<file path="src/sv/rgbc_pkg.sv">
// ----------------------------------------------------------------------------
// rgbc_pkg: shared types and constants of the RGB 3x3 convolution filter
// Register map, pixel and column types, result beat layout, default sizes.
// ----------------------------------------------------------------------------
package rgbc_pkg;

  localparam int MAX_WIDTH_DEF  = 1024;
  localparam int MAX_HEIGHT_DEF = 4096;
  localparam int COEF_BITS_DEF  = 16;

  localparam int CFG_IDX_W    = 3;
  localparam int CFG_DATA_W   = 48;
  localparam int IMG_W_W      = 11;
  localparam int IMG_H_W      = 13;
  localparam int KROW_W       = 48;
  localparam int COEF_FIELD_W = 16;

  localparam int OUT_X_W     = 10;
  localparam int OUT_Y_W     = 12;
  localparam int OFIFO_DEPTH = 8;

  localparam logic [IMG_W_W-1:0] IMG_W_RST  = 11'd1024;
  localparam logic [IMG_H_W-1:0] IMG_H_RST  = 13'd1024;
  localparam logic [KROW_W-1:0]  KTOP_RST   = 48'h0;
  localparam logic [KROW_W-1:0]  KMID_RST   = 48'h10000;
  localparam logic [KROW_W-1:0]  KBOT_RST   = 48'h0;

  localparam int PIX_MAX = 255;

  typedef enum logic [CFG_IDX_W-1:0] {
    REG_IMAGE_WIDTH   = 3'd0,
    REG_IMAGE_HEIGHT  = 3'd1,
    REG_KERNEL_TOP    = 3'd2,
    REG_KERNEL_MIDDLE = 3'd3,
    REG_KERNEL_BOTTOM = 3'd4
  } cfg_reg_t;

  // channel 0 red, 1 green, 2 blue
  typedef logic [2:0][7:0] rgb_t;
  // row 0 top, 1 middle, 2 bottom
  typedef rgb_t [2:0] col_t;

  typedef struct packed {
    logic [OUT_X_W-1:0] x;
    logic [OUT_Y_W-1:0] y;
    rgb_t               pix;
    logic               border;
    logic               last;
  } out_beat_t;

endpackage

</file>
<file path="src/sv/rgbc_cell.sv">
// ----------------------------------------------------------------------------
// rgbc_cell: one column cell of the 3x3 window
// Holds one window column, hands it to the left neighbor on each pixel beat
// and registers the column's weighted sum for each channel.
// ----------------------------------------------------------------------------
module rgbc_cell
  import rgbc_pkg::*;
#(
  parameter int COEF_BITS = COEF_BITS_DEF,
  parameter int PW        = COEF_BITS + 10
) (
  input  logic                        clk,
  input  logic                        shift_i,
  input  col_t                        col_i,
  input  logic signed [COEF_BITS-1:0] coef_i [3],
  output col_t                        col_o,
  output logic signed [PW-1:0]        part_o [3]
);

  col_t               col_r;
  logic signed [PW-1:0] part_r   [3];
  logic signed [PW-1:0] part_nxt [3];

  always_comb begin
    logic signed [PW-1:0] p0, p1, p2;
    for (int ch = 0; ch < 3; ch++) begin
      p0 = coef_i[0] * $signed({1'b0, col_r[0][ch]});
      p1 = coef_i[1] * $signed({1'b0, col_r[1][ch]});
      p2 = coef_i[2] * $signed({1'b0, col_r[2][ch]});
      part_nxt[ch] = p0 + p1 + p2;
    end
  end

  always_ff @(posedge clk) begin
    if (shift_i) begin
      col_r <= col_i;
    end
    part_r <= part_nxt;
  end

  assign col_o  = col_r;
  assign part_o = part_r;

endmodule

</file>
<file path="config.mk">
export PLATFORM = sky130hd
export DESIGN_NAME = rgbc_cell
export DESIGN_NICKNAME = d
export VERILOG_FILES = /design/src/sv/rgbc_pkg.sv /design/src/sv/rgbc_cell.sv
export SDC_FILE = /design/constraint.sdc
export NUM_CORES = 2
export LEC_CHECK = 0
export BUFFER_PORTS_ARGS = -buffer_cell sky130_fd_sc_hd__buf_2
export CAP_MARGIN = 15
export CORE_MARGIN = 1.5
export CORE_UTILIZATION = 39
export DETAILED_ROUTE_END_ITERATION = 10
export PLACE_DENSITY = 0.62
export SYNTH_ARGS = -nofsm -noshare
export SYNTH_HDL_FRONTEND = slang
export SYNTH_SLANG_ARGS = --single-unit
</file>
<file path="constraint.sdc">
create_clock -name clk -period 8.7 [get_ports clk]
set_input_delay 1.305 -clock clk [delete_from_list [all_inputs] [get_ports clk]]
set_output_delay 1.305 -clock clk [all_outputs]
set_load 0.05 [all_outputs]
</file>
==> reports/results.tsv <==
stage	metric	value	unit
sta	rsz0062_at_grt	false	
critical_path	start_kind	primary input	
placed_design	portBuffers	271	
routing	drt-initial-drc-count	1646	
cts	cts_tree	built	
cts	path_clk_slew	80	ps
placed_design	dpl.hpwl	101000	um
cts	clock-sinks	150	
min_path	hold_class	primary input to flip-flop	
routing	drtPass1Iterations	7	
placed_design	dp_slack	635	ps
die	die_area	0.122	mm^2
global_route	grt-ovfl-total	0	
cts	cts_resized	0	
die	die_w	349	um
die	rows	126	
critical_path	path_max_fanout	13	
die	ioPinCount	272	
sta	timing.final.hold_violations	0	
yosys	ys_seq_elements	150	
min_path	hold_depth	1	
die	start_util	39.4	%
min_path	whs_endpoint	col_o[64]	
die	die_y	349	um
sta	period_minus_slack	7570	ps
global_route	grt_pass1_vias	34621	
global_route	antenna_found_initial	18	
sta	fmax	132	MHz
cts	clock_latency	570	ps
global_route	grt_pass1_wl	194000	um
run	cap_violations	0	
yosys	synth_enable_flop_cells	72	
routing	viasPerCell	4.75	
cts	htreeDepth	4	
final_layout	drive_gt1_share	7.37	%
routing	wl_per_cell	18.2	um
routing	ant_nets	0	
yosys	synth_cell_types	55	
yosys	netlist_area	0.0466	mm^2
final_layout	fin_cells	6608	
min_path	min_from	col_i[64]	
yosys	synthFlopType	dfxtp_1	
cts	holdBufCountCts	0	
cts	cts_setup_buffers	0	
yosys	synth.avg_cell_area	9.57	um^2
routing	vias	31356	
final_layout	final_core_util	42.6	%
sta	max_slew_margin	34.5	%
global_route	grt_usage	21.2	%
sta	min_period_over_period	87.0	%
sta	worst_slew_pin_slew	983	ps
critical_path	timing.rr.start	col_o[19]	
final_layout	n_fill_cell	11643	
final_layout	fin_nets	6718	
final_layout	syn_to_final_growth	7.91	%
critical_path	rr_worst_depth	21	
die	coreArea	0.118	mm^2
global_route	grt_max_degree	39	
sta	slew_violations	0	
sta	setup_viol	0	
routing	routed_wl	120000	um
routing	route.detailed.drc	0	
cts	clock_path_buffers	2	
cts	clockRootBuffer	clkbuf_16	
yosys	async_reset_ff_share	0	%
yosys	seq_area_frac_synth	7.99	%
critical_path	reg2reg_to	part_o[24]	
critical_path	arrival	8060	ps
critical_path	cp-end-kind	flip-flop	
sta	final.setup_skew	23.4	ps
placed_design	dp.cells	6565	
placed_design	gp_congestion	0.838	
critical_path	crit_required	9190	ps
yosys	synth_cells	4871	
critical_path	regToRegSetupSlack	1390	ps
sta	layout_setup_ws	1130	ps
critical_path	critical_path_class	primary input to flip-flop	
cts	cts_buffers	17	
yosys	syn_nets	6541	
status	status	complete, no violations	
sta	setup_total_negative_slack	0	ps
yosys	yosys_warnings	0	
stage by stage:
stage	instance area [um^2]	hold slack (ps)
after floorplan	46600	1040
after global placement	49700	1150
after detailed placement	49700	1140
after CTS	50300	840
after global routing	50300	864
final	50300	902
synth_stat cells, drive strengths merged, types with 4 or more instances:
cell type / instances / area (um^2)
ha: 363 / 4540
o21a: 8 / 60.1
clkbuf: 171 / 642
nor2b: 4 / 25.0
nor3: 15 / 80.1
o21bai: 8 / 60.1
nor4: 5 / 31.3
nand2b: 4 / 25.0
edfxtp: 72 / 2160
nand4: 6 / 37.5
xnor2: 72 / 631
dfxtp: 78 / 1560
nor2: 38 / 143
o21ai: 30 / 161
xor2: 22 / 193
a211oi: 14 / 110
inv: 1470 / 5520
and2: 653 / 4090
fa: 1185 / 23700
nand3: 14 / 70.1
nand2: 519 / 1950
a31oi: 5 / 31.3
a21o: 27 / 203
a31o: 4 / 35.0
a21oi: 49 / 245
worst max path at each step:
stage / startpoint / endpoint / slack, ps / cells past startpoint
global route: coef_i[21] / part_o[24] / 790 / 24
floorplan: coef_i[43] / part_o[51] / 1500 / 21
detailed placement: coef_i[21] / part_o[24] / 630 / 24
global placement: coef_i[21] / part_o[24] / 680 / 24
finish: coef_i[21] / part_o[24] / 1130 / 24
CTS: coef_i[21] / part_o[24] / 1190 / 24
critical path: stages:
cell	delay, ps
buf_2	340
buf_4	300
nand2_1	90
fa_1	500
inv_1	50
fa_1	500
inv_1	50
fa_1	520
inv_1	50
fa_1	490
fa_1	430
fa_1	500
inv_1	50
fa_1	470
inv_1	40
ha_1	310
nand3_1	150
o221ai_1	200
a21bo_1	310
a311oi_1	590
o31ai_1	260
a21o_1	230
a21oi_1	170
xnor2_1	140
cell usage in the layout (no fill, tap or decap), types with 3 or more instances in the layout:
cell type / n
o21a_1: 8
diode_2: 11
nor2_1: 38
a21o_1: 27
xnor2_1: 72
o21bai_1: 8
a31oi_1: 5
and2_1: 653
inv_1: 1470
o21ai_1: 6
nand3_1: 14
dfxtp_1: 78
a21oi_1: 49
nor2b_1: 4
inv_6: 8
nor3_1: 14
nor4_1: 5
nand4_1: 6
nand2b_1: 4
a211oi_1: 13
fa_1: 1185
buf_2: 270
xor2_1: 22
ha_1: 363
clkbuf_16: 18
edfxtp_1: 72
and3_1: 3
buf_4: 59
o21ai_0: 23
nand2_1: 519
state kept, by name, indices dropped and copies added (netlist names):
signal  flops
part_o     78
col_o      72
final cells by class:
cell class	count	area, um^2	area share (%)
timing repair buffer	329	1790	3.57
multi-input combinational	3080	36700	73.0
sequential	150	3720	7.40
antenna	11	27.5	0.0547
tap	1536	1920	3.82
clock buffer	19	464	0.923
inverter	1470	5520	11.0
clock inverter	13	121	0.241
layer usage:
metal  vias to the layer above  track usage (%)  wire [um]
met4                        20             6.74       3500
met1                     16309             28.3      52200
li1                      14125                -          -
met2                       769             34.8      57500
met3                       133             3.74       6800
met5                         -                0        125
kinds of logic (layout without fill, tap and decap cells):
| group | count (synthesis) | after routing | share of synthesized area (%) |
|---|---|---|---|
| AO/OA/AOI/OAI | 166 | 166 | 2.38 |
| AND/OR/NAND/NOR | 1271 | 1271 | 14.0 |
| buffers and inverters | 1641 | 1831 | 13.2 |
| XOR/XNOR | 94 | 94 | 1.77 |
| adder cells (fa/ha/maj) | 1548 | 1548 | 60.6 |
| multiplexers | 1 | 1 | 0.0241 |
| flip-flops | 150 | 150 | 7.99 |
| other | 0 | 11 | 0 |
Power is not shown: default switching activity piles up to over one toggle a cycle in this logic, so the estimate is an artifact.
