### config.mk
export PLATFORM = sky130hd
export DESIGN_NAME = rgbc_ofifo
export DESIGN_NICKNAME = d
export VERILOG_FILES = /design/src/sv/rgbc_pkg.sv /design/src/sv/rgbc_ofifo.sv
export SDC_FILE = /design/constraint.sdc
export NUM_CORES = 1
export LEC_CHECK = 0
export BUFFER_PORTS_ARGS = -buffer_cell sky130_fd_sc_hd__buf_2
export CORE_ASPECT_RATIO = 1.1
export CORE_UTILIZATION = 50
export DETAILED_ROUTE_END_ITERATION = 10
export PLACE_DENSITY = 0.68
export REMOVE_ABC_BUFFERS = 1
export SETUP_SLACK_MARGIN = 0.2
export SLEW_MARGIN = 20
export SYNTH_ARGS = -nofsm -noshare
export SYNTH_HDL_FRONTEND = slang
export SYNTH_SLANG_ARGS = --single-unit
### constraint.sdc
create_clock -name clk -period 17.5 [get_ports clk]
set_input_delay 4.375 -clock clk [delete_from_list [all_inputs] [get_ports clk]]
set_output_delay 4.375 -clock clk [all_outputs]
set_load 0.1 [all_outputs]
### src/sv/rgbc_pkg.sv
// ----------------------------------------------------------------------------
// rgbc_pkg: shared types and constants of the RGB 3x3 convolution filter
// Register map, pixel and column types, result beat layout, default sizes.
// ----------------------------------------------------------------------------
package rgbc_pkg;

  localparam int MAX_WIDTH_DEF  = 1024;
  localparam int MAX_HEIGHT_DEF = 4096;
  localparam int COEF_BITS_DEF  = 16;

  localparam int CFG_IDX_W    = 3;
  localparam int CFG_DATA_W   = 48;
  localparam int IMG_W_W      = 11;
  localparam int IMG_H_W      = 13;
  localparam int KROW_W       = 48;
  localparam int COEF_FIELD_W = 16;

  localparam int OUT_X_W     = 10;
  localparam int OUT_Y_W     = 12;
  localparam int OFIFO_DEPTH = 8;

  localparam logic [IMG_W_W-1:0] IMG_W_RST  = 11'd1024;
  localparam logic [IMG_H_W-1:0] IMG_H_RST  = 13'd1024;
  localparam logic [KROW_W-1:0]  KTOP_RST   = 48'h0;
  localparam logic [KROW_W-1:0]  KMID_RST   = 48'h10000;
  localparam logic [KROW_W-1:0]  KBOT_RST   = 48'h0;

  localparam int PIX_MAX = 255;

  typedef enum logic [CFG_IDX_W-1:0] {
    REG_IMAGE_WIDTH   = 3'd0,
    REG_IMAGE_HEIGHT  = 3'd1,
    REG_KERNEL_TOP    = 3'd2,
    REG_KERNEL_MIDDLE = 3'd3,
    REG_KERNEL_BOTTOM = 3'd4
  } cfg_reg_t;

  // channel 0 red, 1 green, 2 blue
  typedef logic [2:0][7:0] rgb_t;
  // row 0 top, 1 middle, 2 bottom
  typedef rgb_t [2:0] col_t;

  typedef struct packed {
    logic [OUT_X_W-1:0] x;
    logic [OUT_Y_W-1:0] y;
    rgb_t               pix;
    logic               border;
    logic               last;
  } out_beat_t;

endpackage

### src/sv/rgbc_ofifo.sv
// ----------------------------------------------------------------------------
// rgbc_ofifo: result queue
// Takes up to two beats per cycle, hands out one beat per cycle while out_ready is high.
// ----------------------------------------------------------------------------
module rgbc_ofifo
  import rgbc_pkg::*;
#(
  parameter int DEPTH = OFIFO_DEPTH
) (
  input  logic      clk,
  input  logic      rst_n,
  input  logic      push0_i,
  input  out_beat_t data0_i,
  input  logic      push1_i,
  input  out_beat_t data1_i,
  output logic      out_valid,
  input  logic      out_ready,
  output out_beat_t out_data
);

  localparam int AW = $clog2(DEPTH);
  localparam int CW = $clog2(DEPTH + 1);

  out_beat_t         mem [DEPTH];
  logic [AW-1:0]     wr_ptr_r, wr_ptr_nxt;
  logic [AW-1:0]     rd_ptr_r, rd_ptr_nxt;
  logic [CW-1:0]     count_r, count_nxt;
  logic              pop;

  assign out_valid = (count_r != '0);
  assign pop       = out_valid && out_ready;
  assign out_data  = mem[rd_ptr_r];

  always_comb begin
    wr_ptr_nxt = wr_ptr_r + AW'(push0_i) + AW'(push1_i);
    rd_ptr_nxt = rd_ptr_r + AW'(pop);
    count_nxt  = count_r + CW'(push0_i) + CW'(push1_i) - CW'(pop);
  end

  always_ff @(posedge clk) begin
    if (push0_i) begin
      mem[wr_ptr_r] <= data0_i;
    end
    if (push1_i) begin
      mem[wr_ptr_r + AW'(1)] <= data1_i;
    end
  end

  always_ff @(posedge clk) begin
    if (!rst_n) begin
      wr_ptr_r <= '0;
      rd_ptr_r <= '0;
      count_r  <= '0;
    end else begin
      wr_ptr_r <= wr_ptr_nxt;
      rd_ptr_r <= rd_ptr_nxt;
      count_r  <= count_nxt;
    end
  end

endmodule

==> results.cfg <==
[sta]
hold_viol_final = 0
finalCriticalPeriod_ns = 7.71
drv_slew = 0
max_freq_mhz = 130
slew_headroom_pct = 27.5
finalSetupViolations = 0
finalSetupTns_ns = 0
grt_setup_unrepaired = false
hold_slack_ns = 0.650
final_min_period_over_clock_period_pct = 44.1
fin_skew_ns = 0.0226
worst_slew_pin_slew_ns = 1.08

[clock_network]
worst_skew_pair.late_latency_ns = 0.55
holdBufCountCts = 0
cts_max_path_buffers = 3
path_clk_slew_ns = 0.06
cts_setup_buffers = 0
clock-root-buffer = sky130_fd_sc_hd__clkbuf_16
cts-buffers-inserted = 43
cts_resized = 0
clock_tree.htree_level_count = 2
cts_tree = built
clock_sink_count = 394

[power]
sw_frac_of_total_pct = 36.5
cell_pwr_density_mw_per_mm2 = 137
power_switching_mw = 1.12
ir_drop_uv = 93.9
comb_power_share_pct = 32.6
internal-power_mw = 1.94
p_leak_nw = 7.34
seqPwrFrac_pct = 39.3
power.clock.fraction_pct = 28.0

[global_routing]
global_route_track_usage_on_met1_pct = 34.2
gr-usage-all-layers_pct = 24.4
largest_net_degree_at_the_start_of_global_routing = 59
initial_antenna_violation_count = 5
first_global_vias = 11107
grt.busiest_layer = met2
grt.met2_usage_pct = 39.2
global_route_wire_length_before_repair_mm = 70.9
grt_remaining_overflow = 0
global_route.usage.met3_pct = 4.62

[synthesis]
synth_top_cells_by_count = sky130_fd_sc_hd__edfxtp_1, sky130_fd_sc_hd__mux2_2, sky130_fd_sc_hd__mux4_2, sky130_fd_sc_hd__mux2_1, sky130_fd_sc_hd__buf_2
yosys.cell_count.top_type = sky130_fd_sc_hd__edfxtp_1
mappedNetlistArea_mm2 = 0.0196
synth_top_cells_by_area = sky130_fd_sc_hd__edfxtp_1, sky130_fd_sc_hd__mux2_2, sky130_fd_sc_hd__mux4_2
synth_edf_count = 384
synth-main-ff-cell = sky130_fd_sc_hd__edfxtp_1
synth_seq_area_share_pct = 60.0
postSynth.asyncResetShare_pct = 0
synth.largest_area_cell = sky130_fd_sc_hd__edfxtp_1
synth_warnings = 0
synth_top_cell_area_share_pct = 58.9
yosys.cell_types.count = 30
total_of_flip_flops_plus_latches_after_synthesis = 394
netlist_instances = 1058
syn-mean-instance-area_um2 = 18.5

[place]
hpwl_mm = 25.1
gpl.final_weighted_congestion = 0.746
port-buffer-count = 149

[finish]
multi_input_area_mm2 = 0.00763
final-seq-area_mm2 = 0.0117
design.final.nets = 1318
fillers = 2909
final_layout_size_suffix_gt1_share_pct = 57.5
area_growth_pct = 13.9
finalCoreUtilization_pct = 58.1

[die]
initial_core_util_pct = 51.0
fp-row-count = 75
floorplan.core_area_mm2 = 0.0384
ios = 150
die_h_um = 209
dieWidth_um = 191
dieArea_mm2 = 0.0399

[status]
status = finished clean

[detailed_routing]
routed-via-count = 10513
drt_pre_antenna_iters = 5
route.detailed.wl_per_inst_um = 27.3
drtAntennaViolNets = 0
avgViaCountPerCell = 6.03
drc = 0
drc_violation_total_after_the_first_tritonroute_iteration = 762
routed_wirelength_mm = 47.6

[critical_path]
cp.required_ns = 13.12
setup.worst_path.start_class = flip-flop
worst-setup-path-type = reg2out
cp_max_fo = 45
worst_r2r_startpoint = wr_ptr_r[1]$_SDFF_PN0_
cp-end-kind = primary output
critPathArrivalTime_ns = 3.34
crit_path_max_incr_delay_ns = 0.83
setup.worst_path.start = rd_ptr_r[1]$_SDFF_PN0_
worstPathCellList = buf_4 > mux4_2 > mux2_2 > buf_2
cpMaxStageDelayCell = sky130_fd_sc_hd__buf_4

[flow_run]
drv.max_cap_violation_count = 0

[min_path]
hold_crit_start = count_r[3]$_SDFF_PN0_
worst_hold_path_type = reg2reg
[final timing paths]
kind | endpoint | slack [ns] | cells after the start
worst min register to register | count_r[3]$_SDFF_PN0_ | 0.65 | 4
worst min-delay path | count_r[3]$_SDFF_PN0_ | 0.65 | 4
worst max register to register | mem[4][17]$_DFFE_PP_ | 14.04 | 5
worst max-delay path | out_data[34] | 9.79 | 4
[state kept, by name, summed over array words and instances (netlist names)]
register / flops
count_r: 4
wr_ptr_r: 3
mem: 384
rd_ptr_r: 3
[power groups by stage]
stage | registers (mW) | clock network [mW] | logic (mW)
4_1_cts | 1.20 | 0.869 | 1.00
3_5_place_dp | 1.22 | 0 | 1.00
5_1_grt | 1.21 | 0.904 | 1.04
3_3_place_gp | 1.22 | 0 | 0.994
6_report | 1.20 | 0.856 | 0.997
2_1_floorplan | 1.24 | 0 | 0.781
[layout by cell type, fill, tap and decap left out, types with 3 or more instances in the layout]
| cell type | instances |
|---|---|
| sky130_fd_sc_hd__and2_1 | 9 |
| sky130_fd_sc_hd__buf_2 | 149 |
| sky130_fd_sc_hd__buf_4 | 22 |
| sky130_fd_sc_hd__clkbuf_1 | 8 |
| sky130_fd_sc_hd__clkbuf_16 | 45 |
| sky130_fd_sc_hd__clkinv_1 | 9 |
| sky130_fd_sc_hd__clkinv_2 | 12 |
| sky130_fd_sc_hd__dfxtp_1 | 7 |
| sky130_fd_sc_hd__diode_2 | 4 |
| sky130_fd_sc_hd__edfxtp_1 | 384 |
| sky130_fd_sc_hd__fa_1 | 3 |
| sky130_fd_sc_hd__ha_1 | 8 |
| sky130_fd_sc_hd__inv_1 | 9 |
| sky130_fd_sc_hd__mux2_1 | 68 |
| sky130_fd_sc_hd__mux2_2 | 364 |
| sky130_fd_sc_hd__mux4_2 | 96 |
| sky130_fd_sc_hd__nand2_1 | 6 |
| sky130_fd_sc_hd__nand2b_1 | 3 |
| sky130_fd_sc_hd__nor2_4 | 4 |
| sky130_fd_sc_hd__o22ai_4 | 3 |
| sky130_fd_sc_hd__xor2_1 | 4 |
[cell families (layout without fill, tap and decap cells)]
family                   Yosys count  after routing  share of synthesized area [%]
buffers and inverters             78            259                           1.83
adder cells (fa/ha/maj)           11             11                          0.819
flip-flops                       394            394                           60.0
other                              0              4                              0
AND/OR/NAND/NOR                   31             31                          0.819
XOR/XNOR                           5              5                          0.262
multiplexers                     529            529                           36.0
AO/OA/AOI/OAI                     10             10                          0.345
[routing by layer]
layer | up-vias | wire (µm)
met3 | 64 | 2860
met5 | - | 39
met1 | 5530 | 20900
li1 | 4633 | -
met4 | 6 | 807
met2 | 280 | 23000
[stage by stage]
step,setup slack [ns],cells,instance area (µm²),power [mW]
floorplan,7.79,989,19200,2.02
global placement,10.29,1660,20900,2.21
detailed placement,10.27,1660,20900,2.22
CTS,9.68,1738,22200,3.08
global route,9.56,1739,22300,3.16
finish,9.79,1743,22300,3.05
[layout make-up]
type / instances / area share, %
inverter: 9 / 0.152
timing repair buffer: 172 / 4.21
clock buffer: 53 / 5.19
multi-input combinational: 586 / 34.2
clock inverter: 25 / 0.663
sequential: 394 / 52.7
tap: 500 / 2.81
antenna: 4 / 0.0449
[worst max-delay path, delay by kind of cell (launching register included)]
family                 cells  cell delay [ns]
buffers and inverters      2             1.13
multiplexers               2             0.88
flip-flops                 1             0.71
No activity file was read; power rests on OpenSTA's default activity.
